===== src/segmented_send_with_ack_retry_macros.svh =====
// ----------------------------------------------------------------------------
// Assertion macros for the segmented send controller
// Concurrent checks clocked on clk; compiled out for synthesis.
// ----------------------------------------------------------------------------
`ifndef SEGMENTED_SEND_WITH_ACK_RETRY_MACROS_SVH
`define SEGMENTED_SEND_WITH_ACK_RETRY_MACROS_SVH
`ifndef SYNTHESIS
// check that is off while rst is high
`define SSAR_ASSERT(name, prop) \
  name: assert property (@(posedge clk) disable iff (rst) prop) \
    else $error("ssar check failed");
// check that also holds during reset
`define SSAR_ASSERT_ALWAYS(name, prop) \
  name: assert property (@(posedge clk) prop) \
    else $error("ssar check failed");
`else
`define SSAR_ASSERT(name, prop)
`define SSAR_ASSERT_ALWAYS(name, prop)
`endif
`endif


===== src/ssar_pkg.sv =====
// ----------------------------------------------------------------------------
// ssar_pkg
// Types, codes and constants shared by the segmented send controller.
// ----------------------------------------------------------------------------
`default_nettype none

package ssar_pkg;

  localparam int unsigned SEGMENT_BYTES = 50;
  localparam int unsigned HEADER_BYTES  = 7;
  localparam int unsigned MAX_TRIES     = 4;

  // written count = header + payload + trailing check byte
  localparam int unsigned REPORT_EXTRA = HEADER_BYTES + 1;

  // ceil(len / SEGMENT_BYTES) via reciprocal multiply, exact for 15-bit sums
  localparam int unsigned SEG_RECIP_SHIFT = 18;
  localparam int unsigned SEG_RECIP =
    ((1 << SEG_RECIP_SHIFT) + SEGMENT_BYTES - 1) / SEGMENT_BYTES;

  localparam logic [1:0] OP_START   = 2'd0;
  localparam logic [1:0] OP_REPORT  = 2'd1;
  localparam logic [1:0] OP_ACK     = 2'd2;
  localparam logic [1:0] OP_TIMEOUT = 2'd3;

  localparam logic [2:0] ST_OK         = 3'd0;
  localparam logic [2:0] ST_COLLISION  = 3'd1;
  localparam logic [2:0] ST_SHORT      = 3'd2;
  localparam logic [2:0] ST_NO_ACK     = 3'd3;
  localparam logic [2:0] ST_BUSY       = 3'd4;

  localparam logic RK_SEGMENT = 1'b0;
  localparam logic RK_STATUS  = 1'b1;

  localparam logic [1:0] CFG_OWN_ADDRESS       = 2'd0;
  localparam logic [1:0] CFG_BROADCAST_ADDRESS = 2'd1;
  localparam logic [1:0] CFG_COLLISION_CHECK   = 2'd2;

  typedef struct packed {
    logic [1:0]  operation;
    logic [13:0] message_length;
    logic [7:0]  destination;
    logic        is_response;
    logic [7:0]  bytes_written;
    logic        collision_seen;
  } in_item_t;

  typedef struct packed {
    logic        result_kind;
    logic [7:0]  sender_address;
    logic [7:0]  receiver_address;
    logic        packet_kind;
    logic [7:0]  message_id;
    logic [7:0]  total_segments;
    logic [7:0]  segment_number;
    logic [13:0] segment_offset;
    logic [5:0]  segment_length;
    logic [2:0]  send_status;
  } out_item_t;

  // classified event as it waits between front and back
  typedef struct packed {
    logic [1:0]  op;
    logic [7:0]  seg_count;
    logic [13:0] length;
    logic [7:0]  destination;
    logic        is_response;
    logic [7:0]  bytes_written;
    logic        collision_seen;
  } q_entry_t;

  typedef struct packed {
    logic [7:0] own_address;
    logic [7:0] broadcast_address;
    logic       collision_check_enable;
  } cfg_t;

  // payload bytes of the segment that starts at offset
  function automatic logic [5:0] seg_len_of(input logic [13:0] length,
                                            input logic [13:0] offset);
    logic [13:0] rem;
    rem = (length > offset) ? (length - offset) : 14'd0;
    return (rem < 14'(SEGMENT_BYTES)) ? rem[5:0] : 6'(SEGMENT_BYTES);
  endfunction

endpackage

`default_nettype wire


===== src/ssar_front.sv =====
// ----------------------------------------------------------------------------
// ssar_front
// Classifies an incoming event and works out the segment count of a start.
// ----------------------------------------------------------------------------
`default_nettype none

module ssar_front (
  input  var ssar_pkg::in_item_t item,
  output var ssar_pkg::q_entry_t entry
);

  logic [14:0] len_up;
  logic [27:0] prod;
  logic [9:0]  quot;

  always_comb begin
    len_up = {1'b0, item.message_length} + 15'(ssar_pkg::SEGMENT_BYTES - 1);
    prod   = 28'(len_up) * 28'(ssar_pkg::SEG_RECIP);
    quot   = prod[ssar_pkg::SEG_RECIP_SHIFT +: 10];
  end

  always_comb begin
    entry.op             = item.operation;
    entry.seg_count      = (quot > 10'd255) ? 8'd255 : quot[7:0];
    entry.length         = item.message_length;
    entry.destination    = item.destination;
    entry.is_response    = item.is_response;
    entry.bytes_written  = item.bytes_written;
    entry.collision_seen = item.collision_seen;
  end

endmodule

`default_nettype wire


===== src/ssar_queue.sv =====
// ----------------------------------------------------------------------------
// ssar_queue
// Small FIFO of classified events between the front and the back.
// ----------------------------------------------------------------------------
`default_nettype none

`include "segmented_send_with_ack_retry_macros.svh"

module ssar_queue #(
  parameter int unsigned DEPTH = 2
) (
  input  var logic               clk,
  input  var logic               rst,
  input  var logic               push,
  input  var ssar_pkg::q_entry_t push_data,
  output var logic               full,
  input  var logic               pop,
  output var logic               head_valid,
  output var ssar_pkg::q_entry_t head
);

  localparam int unsigned PTR_W = (DEPTH > 1) ? $clog2(DEPTH) : 1;
  localparam int unsigned CNT_W = $clog2(DEPTH + 1);

  ssar_pkg::q_entry_t slots [DEPTH];
  logic [PTR_W-1:0] wr_ptr;
  logic [PTR_W-1:0] rd_ptr;
  logic [CNT_W-1:0] count;

  assign full       = (count == CNT_W'(DEPTH));
  assign head_valid = (count != '0);
  assign head       = slots[rd_ptr];

  always_ff @(posedge clk) begin
    if (push) begin
      slots[wr_ptr] <= push_data;
    end
  end

  always_ff @(posedge clk) begin
    if (rst) begin
      wr_ptr <= '0;
      rd_ptr <= '0;
      count  <= '0;
    end else begin
      if (push) begin
        wr_ptr <= (wr_ptr == PTR_W'(DEPTH - 1)) ? '0 : wr_ptr + 1'b1;
      end
      if (pop) begin
        rd_ptr <= (rd_ptr == PTR_W'(DEPTH - 1)) ? '0 : rd_ptr + 1'b1;
      end
      if (push && !pop) begin
        count <= count + 1'b1;
      end else if (pop && !push) begin
        count <= count - 1'b1;
      end
    end
  end

  // count is unknown before the first reset edge
  `SSAR_ASSERT_ALWAYS(a_count_in_range, rst || count <= CNT_W'(DEPTH))
  `SSAR_ASSERT(a_push_grows, push && !pop |=> count == $past(count) + 1'b1)
  `SSAR_ASSERT(a_pop_shrinks, pop && !push |=> count == $past(count) - 1'b1)

endmodule

`default_nettype wire


===== src/ssar_back.sv =====
// ----------------------------------------------------------------------------
// ssar_back
// Message state machine: segments, reports, acks, retries and final status.
// ----------------------------------------------------------------------------
`default_nettype none

`include "segmented_send_with_ack_retry_macros.svh"

module ssar_back (
  input  var logic                clk,
  input  var logic                rst,
  input  var ssar_pkg::cfg_t      cfg,
  input  var logic                head_valid,
  input  var ssar_pkg::q_entry_t  head,
  output var logic                pop,
  output var logic                out_valid,
  input  var logic                out_stall,
  output var ssar_pkg::out_item_t out_data
);

  localparam logic [1:0] PH_IDLE   = 2'd0;
  localparam logic [1:0] PH_REPORT = 2'd1;
  localparam logic [1:0] PH_ACK    = 2'd2;

  logic [1:0]  phase, phase_next;
  logic [7:0]  message_counter, message_counter_next;
  logic [7:0]  current_segment, current_segment_next;
  logic [7:0]  segment_count, segment_count_next;
  logic [13:0] stored_length, stored_length_next;
  logic [13:0] seg_offset, seg_offset_next;
  logic [2:0]  try_count, try_count_next;
  logic [7:0]  stored_destination, stored_destination_next;
  logic        stored_kind, stored_kind_next;

  logic        slot_free;
  logic        emit_seg;
  logic        emit_stat;
  logic        advance;
  logic [2:0]  status;
  logic [7:0]  expect_bytes;
  ssar_pkg::out_item_t res;

  assign slot_free = !out_valid || !out_stall;
  assign pop       = head_valid && slot_free;

  assign expect_bytes = 8'(ssar_pkg::seg_len_of(stored_length, seg_offset))
                      + 8'(ssar_pkg::REPORT_EXTRA);

  always_comb begin
    phase_next              = phase;
    message_counter_next    = message_counter;
    current_segment_next    = current_segment;
    segment_count_next      = segment_count;
    stored_length_next      = stored_length;
    seg_offset_next         = seg_offset;
    try_count_next          = try_count;
    stored_destination_next = stored_destination;
    stored_kind_next        = stored_kind;
    emit_seg  = 1'b0;
    emit_stat = 1'b0;
    advance   = 1'b0;
    status    = ssar_pkg::ST_OK;

    if (pop) begin
      unique case (head.op)
        ssar_pkg::OP_START: begin
          if (phase != PH_IDLE) begin
            emit_stat = 1'b1;
            status    = ssar_pkg::ST_BUSY;
          end else begin
            stored_length_next      = head.length;
            stored_destination_next = head.destination;
            stored_kind_next        = head.is_response;
            message_counter_next    = message_counter + 8'd1;
            segment_count_next      = head.seg_count;
            seg_offset_next         = '0;
            if (head.seg_count == 8'd0) begin
              current_segment_next = 8'd0;
              try_count_next       = 3'd0;
              emit_stat            = 1'b1;
            end else begin
              current_segment_next = 8'd1;
              try_count_next       = 3'd1;
              emit_seg             = 1'b1;
            end
          end
        end
        ssar_pkg::OP_REPORT: begin
          if (phase == PH_REPORT) begin
            // short write outranks collision
            if (head.bytes_written != expect_bytes) begin
              emit_stat = 1'b1;
              status    = ssar_pkg::ST_SHORT;
            end else if (head.collision_seen && cfg.collision_check_enable) begin
              emit_stat = 1'b1;
              status    = ssar_pkg::ST_COLLISION;
            end else if (stored_destination == cfg.broadcast_address) begin
              advance = 1'b1;
            end else begin
              phase_next = PH_ACK;
            end
          end
        end
        ssar_pkg::OP_ACK: begin
          if (phase == PH_ACK) begin
            advance = 1'b1;
          end
        end
        ssar_pkg::OP_TIMEOUT: begin
          if (phase == PH_ACK) begin
            if (try_count >= 3'(ssar_pkg::MAX_TRIES)) begin
              emit_stat = 1'b1;
              status    = ssar_pkg::ST_NO_ACK;
            end else begin
              try_count_next = try_count + 3'd1;
              emit_seg       = 1'b1;
            end
          end
        end
        default: begin
        end
      endcase

      if (advance) begin
        if (current_segment < segment_count) begin
          current_segment_next = current_segment + 8'd1;
          try_count_next       = 3'd1;
          seg_offset_next      = seg_offset + 14'(ssar_pkg::SEGMENT_BYTES);
          emit_seg             = 1'b1;
        end else begin
          emit_stat = 1'b1;
        end
      end

      if (emit_stat) begin
        phase_next = PH_IDLE;
      end else if (emit_seg) begin
        phase_next = PH_REPORT;
      end
    end
  end

  always_comb begin
    res = '0;
    if (emit_stat) begin
      res.result_kind = ssar_pkg::RK_STATUS;
      res.send_status = status;
    end else begin
      res.result_kind      = ssar_pkg::RK_SEGMENT;
      res.sender_address   = cfg.own_address;
      res.receiver_address = stored_destination_next;
      res.packet_kind      = stored_kind_next;
      res.message_id       = message_counter_next - 8'd1;
      res.total_segments   = segment_count_next;
      res.segment_number   = current_segment_next;
      res.segment_offset   = seg_offset_next;
      res.segment_length   = ssar_pkg::seg_len_of(stored_length_next, seg_offset_next);
      res.send_status      = ssar_pkg::ST_OK;
    end
  end

  always_ff @(posedge clk) begin
    if (rst) begin
      phase              <= PH_IDLE;
      message_counter    <= '0;
      current_segment    <= '0;
      segment_count      <= '0;
      stored_length      <= '0;
      seg_offset         <= '0;
      try_count          <= '0;
      stored_destination <= '0;
      stored_kind        <= 1'b0;
      out_valid          <= 1'b0;
    end else begin
      phase              <= phase_next;
      message_counter    <= message_counter_next;
      current_segment    <= current_segment_next;
      segment_count      <= segment_count_next;
      stored_length      <= stored_length_next;
      seg_offset         <= seg_offset_next;
      try_count          <= try_count_next;
      stored_destination <= stored_destination_next;
      stored_kind        <= stored_kind_next;
      if (emit_seg || emit_stat) begin
        out_valid <= 1'b1;
      end else if (!out_stall) begin
        out_valid <= 1'b0;
      end
    end
  end

  always_ff @(posedge clk) begin
    if (emit_seg || emit_stat) begin
      out_data <= res;
    end
  end

  `SSAR_ASSERT(a_tries_bounded,
    phase != PH_IDLE |-> try_count != 3'd0 && try_count <= 3'(ssar_pkg::MAX_TRIES))
  `SSAR_ASSERT(a_segment_in_message,
    phase != PH_IDLE |-> current_segment != 8'd0 && current_segment <= segment_count)
  `SSAR_ASSERT(a_descriptor_number,
    out_valid && out_data.result_kind == ssar_pkg::RK_SEGMENT |-> out_data.segment_number != 8'd0 && out_data.segment_number <= out_data.total_segments)
  `SSAR_ASSERT(a_status_clean,
    out_valid && out_data.result_kind == ssar_pkg::RK_STATUS |-> out_data.total_segments == 8'd0 && out_data.segment_length == 6'd0)

endmodule

`default_nettype wire


===== src/segmented_send_with_ack_retry.sv =====
// Segmented send controller with ack and retry.
// in channel (in_valid/in_stall/in_data): one event per transaction; start,
//   transmit report, ack received or ack timeout. A start splits the message
//   into 50-byte segments; yields first descriptor, or status if empty or busy.
// out channel (out_valid/out_stall/out_data): zero or one result per event,
//   either a segment descriptor or the final message status.
// cfg channel (cfg_valid/cfg_ready/cfg_index/cfg_data): register writes,
//   always ready; write only while no message event is in flight.
// A taken event is written into the queue on the accepting edge; the message
//   state machine then moves its result into the output register.
// Throughput: one event per cycle while the queue is not full; the state
//   machine handles one queued event per cycle when output is free or draining.
// out_stall holds the output register; the state machine waits, the queue
//   fills, and in_stall rises once the QUEUE_DEPTH entries are in use.
// Reset: synchronous, clears the queue, the output register, the message
//   state and loads the register defaults (own 1, broadcast 255, check on).
// ----------------------------------------------------------------------------
// segmented_send_with_ack_retry
// Top level: config registers, event front, queue and message back end.
// ----------------------------------------------------------------------------
`default_nettype none

module segmented_send_with_ack_retry #(
  parameter int unsigned QUEUE_DEPTH = 2
) (
  input  var logic                clk,
  input  var logic                rst,
  input  var logic                in_valid,
  output var logic                in_stall,
  input  var ssar_pkg::in_item_t  in_data,
  output var logic                out_valid,
  input  var logic                out_stall,
  output var ssar_pkg::out_item_t out_data,
  input  var logic                cfg_valid,
  output var logic                cfg_ready,
  input  var logic [1:0]          cfg_index,
  input  var logic [7:0]          cfg_data
);

  ssar_pkg::cfg_t     cfg;
  ssar_pkg::q_entry_t fe_entry;
  ssar_pkg::q_entry_t q_head;
  logic               q_full;
  logic               q_head_valid;
  logic               q_pop;

  assign cfg_ready = 1'b1;
  assign in_stall  = q_full;

  always_ff @(posedge clk) begin
    if (rst) begin
      cfg.own_address            <= 8'd1;
      cfg.broadcast_address      <= 8'd255;
      cfg.collision_check_enable <= 1'b1;
    end else if (cfg_valid && cfg_ready) begin
      unique case (cfg_index)
        ssar_pkg::CFG_OWN_ADDRESS:       cfg.own_address <= cfg_data;
        ssar_pkg::CFG_BROADCAST_ADDRESS: cfg.broadcast_address <= cfg_data;
        ssar_pkg::CFG_COLLISION_CHECK:   cfg.collision_check_enable <= cfg_data[0];
        default: begin
        end
      endcase
    end
  end

  ssar_front u_front (
    .item  (in_data),
    .entry (fe_entry)
  );

  ssar_queue #(
    .DEPTH (QUEUE_DEPTH)
  ) u_queue (
    .clk        (clk),
    .rst        (rst),
    .push       (in_valid && !q_full),
    .push_data  (fe_entry),
    .full       (q_full),
    .pop        (q_pop),
    .head_valid (q_head_valid),
    .head       (q_head)
  );

  ssar_back u_back (
    .clk        (clk),
    .rst        (rst),
    .cfg        (cfg),
    .head_valid (q_head_valid),
    .head       (q_head),
    .pop        (q_pop),
    .out_valid  (out_valid),
    .out_stall  (out_stall),
    .out_data   (out_data)
  );

endmodule

`default_nettype wire

===== config.mk =====
export PLATFORM = sky130hd
export DESIGN_NAME = segmented_send_with_ack_retry
export DESIGN_NICKNAME = d
export VERILOG_FILES = /design/src/ssar_pkg.sv /design/src/ssar_front.sv /design/src/ssar_queue.sv /design/src/ssar_back.sv /design/src/segmented_send_with_ack_retry.sv
export VERILOG_INCLUDE_DIRS = /design/src /design/src/src
export SDC_FILE = /design/constraint.sdc
export NUM_CORES = 1
export LEC_CHECK = 0
export BUFFER_PORTS_ARGS = -buffer_cell sky130_fd_sc_hd__buf_2
export CAP_MARGIN = 20
export CORE_MARGIN = 1
export CORE_UTILIZATION = 55
export CTS_CLUSTER_DIAMETER = 30
export DETAILED_ROUTE_END_ITERATION = 10
export GPL_ROUTABILITY_DRIVEN = 1
export PLACE_DENSITY = 0.89
export SYNTH_ARGS = -nofsm -noshare
export SYNTH_HDL_FRONTEND = slang
export SYNTH_SLANG_ARGS = --single-unit

===== constraint.sdc =====
create_clock -name clk -period 7.5 [get_ports clk]
set_clock_uncertainty 0.15 [all_clocks]
set_input_delay 1.5 -clock clk [delete_from_list [all_inputs] [get_ports clk]]
set_output_delay 1.5 -clock clk [all_outputs]
set_load 0.005 [all_outputs]

### Word level (Yosys, flattened, before mapping)

Memories as Yosys holds them, arrays and structs flattened. A register that Yosys moved wholly into a read port is not among the register bits.
Cells that the tools add are included.

| storage, ports and cells | value |
|---|---|
| memories | 1 |
| bits in registers | 153 |
| bits in writable memories | 84 |
| logic and storage cells | 181 |
| input bits | 49 |

Memories:

| memory | depth | bits a word | read ports | clocked after Yosys merged registers in | write ports | RTL line | RTL |
|---|---|---|---|---|---|---|---|
| u_queue.slots | 2 | 42 | 1 | 1 | 1 | ssar_queue.sv:25 | `ssar_pkg::q_entry_t slots [DEPTH];` |

| operators by class | value |
|---|---|
| $add $sub $neg | 13 |
| reduce and logical (&&, ||, !) cells | 26 |
| magnitude comparators | 7 |
| muxes and demuxes | 91 |
| eq/ne operators | 14 |
| multipliers | 1 |
| bitwise logic cells | 1 |

Operator list:

| operator | count |
|---|---|
| $mux 14 | 10 |
| $mux 8 | 15 |
| $mux 1 | 40 |
| $gt 14x14->1 | 2 |
| $lt 14x6->1 const B | 2 |
| $mul 15x13->28 const B | 1 |
| $sub 14x14->14 | 2 |
| $mux 3 | 9 |
| $mux 2 | 10 |
| $add 8x1->8 const B | 2 |
| $add 14x6->15 const B | 1 |
| $add 14x6->14 const B | 1 |
| $mux 6 | 2 |
| $eq 2x2->1 const B | 5 |
| $gt 10x8->1 const B | 1 |
| $ne 3x3->1 const B | 3 |
| $pmux 3 s3 | 1 |
| $eq 8x8->1 | 1 |
| $logic_not 8->1 | 1 |
| $lt 8x8->1 | 1 |
| $ne 8x8->1 | 1 |
| $reduce_and 2->1 | 4 |
| $sub 8x1->8 const B | 1 |
| $add 6x4->7 const B | 1 |
| other kinds (19) | 36 |

### Longest topological paths before layout

| depth | value |
|---|---|
| depth after elaboration | 17 |
| gate-level depth with buffers | 35 |
| gate-level depth less buffers | 34 |

### Modules after synthesis

From an unflattened synthesis, not the netlist that was laid out.

| second synthesis, totals | value |
|---|---|
| cells, all modules | 1623 |
| area total of the unflattened synthesis | 16369.4 µm² |

Modules (own cells, without submodules):

| module | cells each | area an instance (µm²) | instances | sequential area each (µm²) |
|---|---|---|---|---|
| ssar_back | 885 | 7948.9 | 1 | 3293.2 |
| ssar_front | 508 | 4435.5 | 1 | 0.0 |
| ssar_queue | 153 | 3240.6 | 1 | 2622.5 |
| segmented_send_with_ack_retry | 77 | 744.5 | 1 | 340.3 |

### Least setup slack after synthesis

OpenSTA, ideal clock, no wires.

| timing | value |
|---|---|
| kind | input to register |
| start point | input port in_data[18] (netlist bit) |
| end point | memory u_queue.slots[0][32] (netlist bit) (data pin) |
| slack | -0.594 ns |
| arrival time | 7.786 ns |
| required time | 7.193 ns |
| cell stages on the path | 24 |
| path through | ha_1 > nand3_1 > nor3b_1 > nor2_1 > and3_1 > xor2_1 > inv_1 > fa_1 > inv_1 > ha_1 > fa_1 > fa_1 > fa_1 > ha_1 > a211o_1 > a2111oi_0 > o22ai_1 > and2_1 > o31a_1 > o211a_1 > nor3_1 > o21bai_1 > mux2i_1 > o21bai_1 |

RTL lines:

| element | RTL line | RTL |
|---|---|---|
| from (decl) | segmented_send_with_ack_retry.sv:30 | `input var ssar_pkg::in_item_t in_data,` |
| to (decl) | ssar_queue.sv:25 |  |

==> summary.md <==
| Metric | Value |
|---|---|
| Register area share after synthesis | `41.0%` |
| Largest net degree at the start of global routing | `90` |
| Placed insts | `2026` |
| CTS root buf | `clkbuf_16` |
| Share of flip-flops with an asynchronous set or reset | `0%` |
| Syn_nets | `between 1500 and 2000` |
| Switching power | `about 3.3 mW` |
| Failing checks | `setup timing` |
| P_int | `~4.7 mW` |
| Slew HR | `approximately 33%` |
| WL/cell | `roughly 19 um` |
| First-pass GRT wire length | `approximately 61 mm` |
| Top post-synthesis cells by area | `edfxtp_1 29%, ha_1 12%, dfxtp_1 12%, fa_1 9.2%, nor2_1 4.3%` |
| Switch share | `a little over 40%` |
| Die area | `0.0284 sq mm` |
| CTS tree | `done` |
| Setup crit end kind | `flip-flop` |
| Worst Path Arrival | `7.71 ns` |
| Fin crit share | `101%` |
| Worst hold start | `cfg[7]$_SDFFE_PP1P_` |
| Unique masters post-synth | `79` |
| Final Max Slew Viols | `0` |
| Drt drc | `0` |
| CTS clock-pin slew for the worst setup and hold paths | `around 0.06 ns` |
| Worst setup SP type | `input pin` |
| Initial antenna violation count | `1` |
| Post-synth EDFFs | `approximately 150` |
| Vias in the first global route | `between 10000 and 15000` |
| Most frequent cell after synthesis | `nor2_1` |
| Max-cap violations | `0` |
| Hold endpoint | `cfg[7]$_SDFFE_PP1P_` |
| Critical Path Slowest Stage Cell | `fa_1` |
| Cell Pwr Density | `about 420 mW/mm^2` |
| Final min period | `about 7.6 ns` |
| Comb power frac | `56.1%` |
| Top delay family on crit path | `adder cells` |
| Die width | `between 150 and 200 um` |
| CTS H-tree lvls | `2` |
| Yosys top cell by area | `edfxtp_1` |
| Number of port buffers | `~120` |
| Seq cells post-synth | `between 200 and 250` |
| Total GRT Usage | `26.7%` |
| Fmax | `between 100 and 150 MHz` |
| Worst-Skew Late Latency | `around 0.52 ns` |
| Vias/cell | `roughly 6` |
| Status | `finished, violations left` |
| Layout cell share with drive strength beyond 1 | `between 20% and 30%` |
| Critical path class | `in2reg` |
| I/O Pins | `roughly 120` |
| Synthesized area | `about 0.015 sq mm` |
| Final HPWL DP | `27.3 mm` |
| Grt ovf | `0` |
| R2r endpoint | `u_back.out_data[5]$_SDFFCE_PP0P_` |
| Core area | `roughly 0.027 sq mm` |
| Area fraction of the dominant cell type after synthesis | `between 20% and 30%` |
| Worst hold path class | `reg2reg` |
| Final Wtd Congestion | `roughly 0.95` |
| Core Util, Final | `between 60 and 70%` |
| Drt first pass iters | `6` |
| Critical Path RT | `around 7.6 ns` |
| Max FO, Critical Path | `8` |
| Die height | `between 150 and 200 um` |
| Most used DFF post-synth | `edfxtp_1` |
| Final setup margin | `-0.107 ns` |
| Non-filler cells in the finished layout | `2106` |
| Syn Inst Count | `~1500` |
| Launch point of the worst reg-to-reg path | `u_back.seg_offset[10]$_SDFF_PP0_` |
| Power share of the clock group | `about a fifth` |
| DRT iter0 DRCs | `1169` |
| Worst Max-Slew Pin Slew | `1.01 ns` |
| R2R setup slack | `0.24 ns` |
| Inserted Clock Buffers | `36` |
| Yosys warns | `0` |
| Final hold vios | `0` |
| Max Root-Sink Buffers | `3` |
| Std cell rows | `60` |
| Mean Syn Cell Area | `10.4 sq um` |
| Max VDD drop | `between 0.0002 and 0.0003 V` |
| Post-synth top cells | `174 x nor2_1, 149 x edfxtp_1, 148 x ha_1, 148 x inv_1, 89 x dfxtp_1` |
| Final setup vio count | `16` |
| Sequential Power Share | `23.0%` |
| Register-to-Register Path Depth | `34` |
| Worst path max stage delay | `between 0.4 and 0.5 ns` |
| Final net count | `between 1500 and 2000` |
| Total Wirelength | `roughly 40 mm` |
| Area delta synth->final | `23.6%` |
| Starting Density | `between 50 and 60%` |
| Vias | `roughly 12000` |
| Bufs and invs on worst path | `5` |
| Cell mode on critical path | `fa_1` |
| WHS Path Cells | `2` |
| Antenna-violating nets left | `0` |
| Leakage power | `between 8 and 9 nW` |
| Clock Sinks | `between 200 and 250` |
| Fillcell total | `1723` |
how the worst max path moves through the flow:
| stage | startpoint | to | cells after the start |
|---|---|---|---|
| final | in_data[19] | u_queue.slots[1][35]$_DFFE_PP_ | 26 |
| after detailed placement | in_data[18] | u_queue.slots[1][35]$_DFFE_PP_ | 27 |
| after global routing | in_data[20] | u_queue.slots[1][35]$_DFFE_PP_ | 27 |
| after CTS | in_data[19] | u_queue.slots[0][33]$_DFFE_PP_ | 27 |
| after floorplan | in_data[18] | u_queue.slots[0][34]$_DFFE_PP_ | 24 |
| after global placement | in_data[18] | u_queue.slots[0][32]$_DFFE_PP_ | 26 |
logic make-up after synthesis:
group / count (synthesis) / synth area share [%]
AOI/OAI and AO/OA: 254 / 10.9
xor gates and xnor gates: 60 / 3.45
adders and majority gates: 218 / 21.3
buffers and inverters: 195 / 4.86
DFF: 238 / 41.0
muxes: 56 / 3.77
other: 1 / 0.0246
and+or+nand+nor: 450 / 14.6
tightest hold or removal path, stage by stage (launching register included):
cell and delay, ns:
dfxtp_1 0.32, nand2_1 0.06, nand3b_1 0.06
repair_timing:
item                       in CTS  in global routing
pin swaps                       7                 35
buffers inserted                4                 12
hold buffers                    0                  0
setup endpoints to repair      22                 22
resized for setup              17                 46
flip-flops by register name, summed over array words and instances, names as in the netlist, named ones only:
register,flops
u_queue.count,2
u_queue.rd_ptr,1
u_queue.wr_ptr,1
u_back.stored_kind,1
u_back.message_counter,8
u_back.out_valid,1
u_back.stored_destination,8
u_back.segment_count,8
u_back.out_data,65
cfg,17
u_back.seg_offset,14
u_back.try_count,3
u_back.phase,2
u_back.stored_length,14
u_queue.slots,84
u_back.current_segment,8
power by group through the flow:
stage          Sequential [mW]  Combinational, mW  Clock (mW)
5_1_grt                   1.85               4.85        1.74
2_1_floorplan             1.82               2.68           0
3_5_place_dp              1.85               3.72           0
4_1_cts                   1.83               3.95        1.68
3_3_place_gp              1.84               3.54           0
6_report                  1.84               4.48        1.68
final cells by class:
type                    count  area (sq um)  share of cell area, %
multi-input cells        1039          8730                   46.3
flip-flops and latches    238          6260                   33.2
repair buffers            242          1600                   8.47
clock buffers              39           933                   4.95
inverters                 149           559                   2.97
well taps                 372           465                   2.47
clock inverters            26           303                   1.61
diodes                      1          2.50                 0.0133
placed cells by master, fill, tap and decap left out, drive strengths merged, types with 5 or more instances in the layout:
master | netlist | layout
and3 | 22 | 22
xnor2 | 34 | 34
mux2i | 50 | 50
a21oi | 74 | 74
dfxtp | 89 | 89
nand4 | 12 | 12
nor4 | 18 | 18
fa | 70 | 70
nand3b | 16 | 16
mux2 | 6 | 6
a2111oi | 6 | 6
a21o | 22 | 22
nor2b | 37 | 37
ha | 148 | 148
a31oi | 11 | 11
o21a | 15 | 15
xor2 | 26 | 26
o211ai | 5 | 5
clkbuf | 39 | 40
edfxtp | 149 | 149
o211a | 5 | 5
clkinvlp | 0 | 5
nand2b | 16 | 16
buf | 7 | 241
o31ai | 5 | 5
nand2 | 66 | 66
nand3 | 30 | 30
or3 | 10 | 10
inv | 149 | 157
and2 | 9 | 9
nor2 | 174 | 174
nor3 | 26 | 26
a211oi | 5 | 5
o21bai | 6 | 6
nor3b | 7 | 7
a22oi | 6 | 6
clkinv | 0 | 10
o21ai | 61 | 61
layer usage:
layer  wire, um  GRT usage [%]
met1      15200           32.6
met2      20200           47.9
met3       2550           3.51
met4       1630           10.7
met5          0              0
per-stage QoR:
stage	setup TNS [ns]	worst slack [ns]	hold WS (ns)	power, mW	area (sq um)
global placement	-6.62	-0.426	0.315	5.38	17100
CTS	0	0.00298	0.347	7.46	18500
global route	-3.72	-0.222	0.383	8.45	18900
floorplan	0	0.0172	0.296	4.50	15400
detailed placement	-9.28	-0.613	0.327	5.57	17100
finish	-1.53	-0.107	0.348	8.00	18900
(Power assumes the default switching activity.)
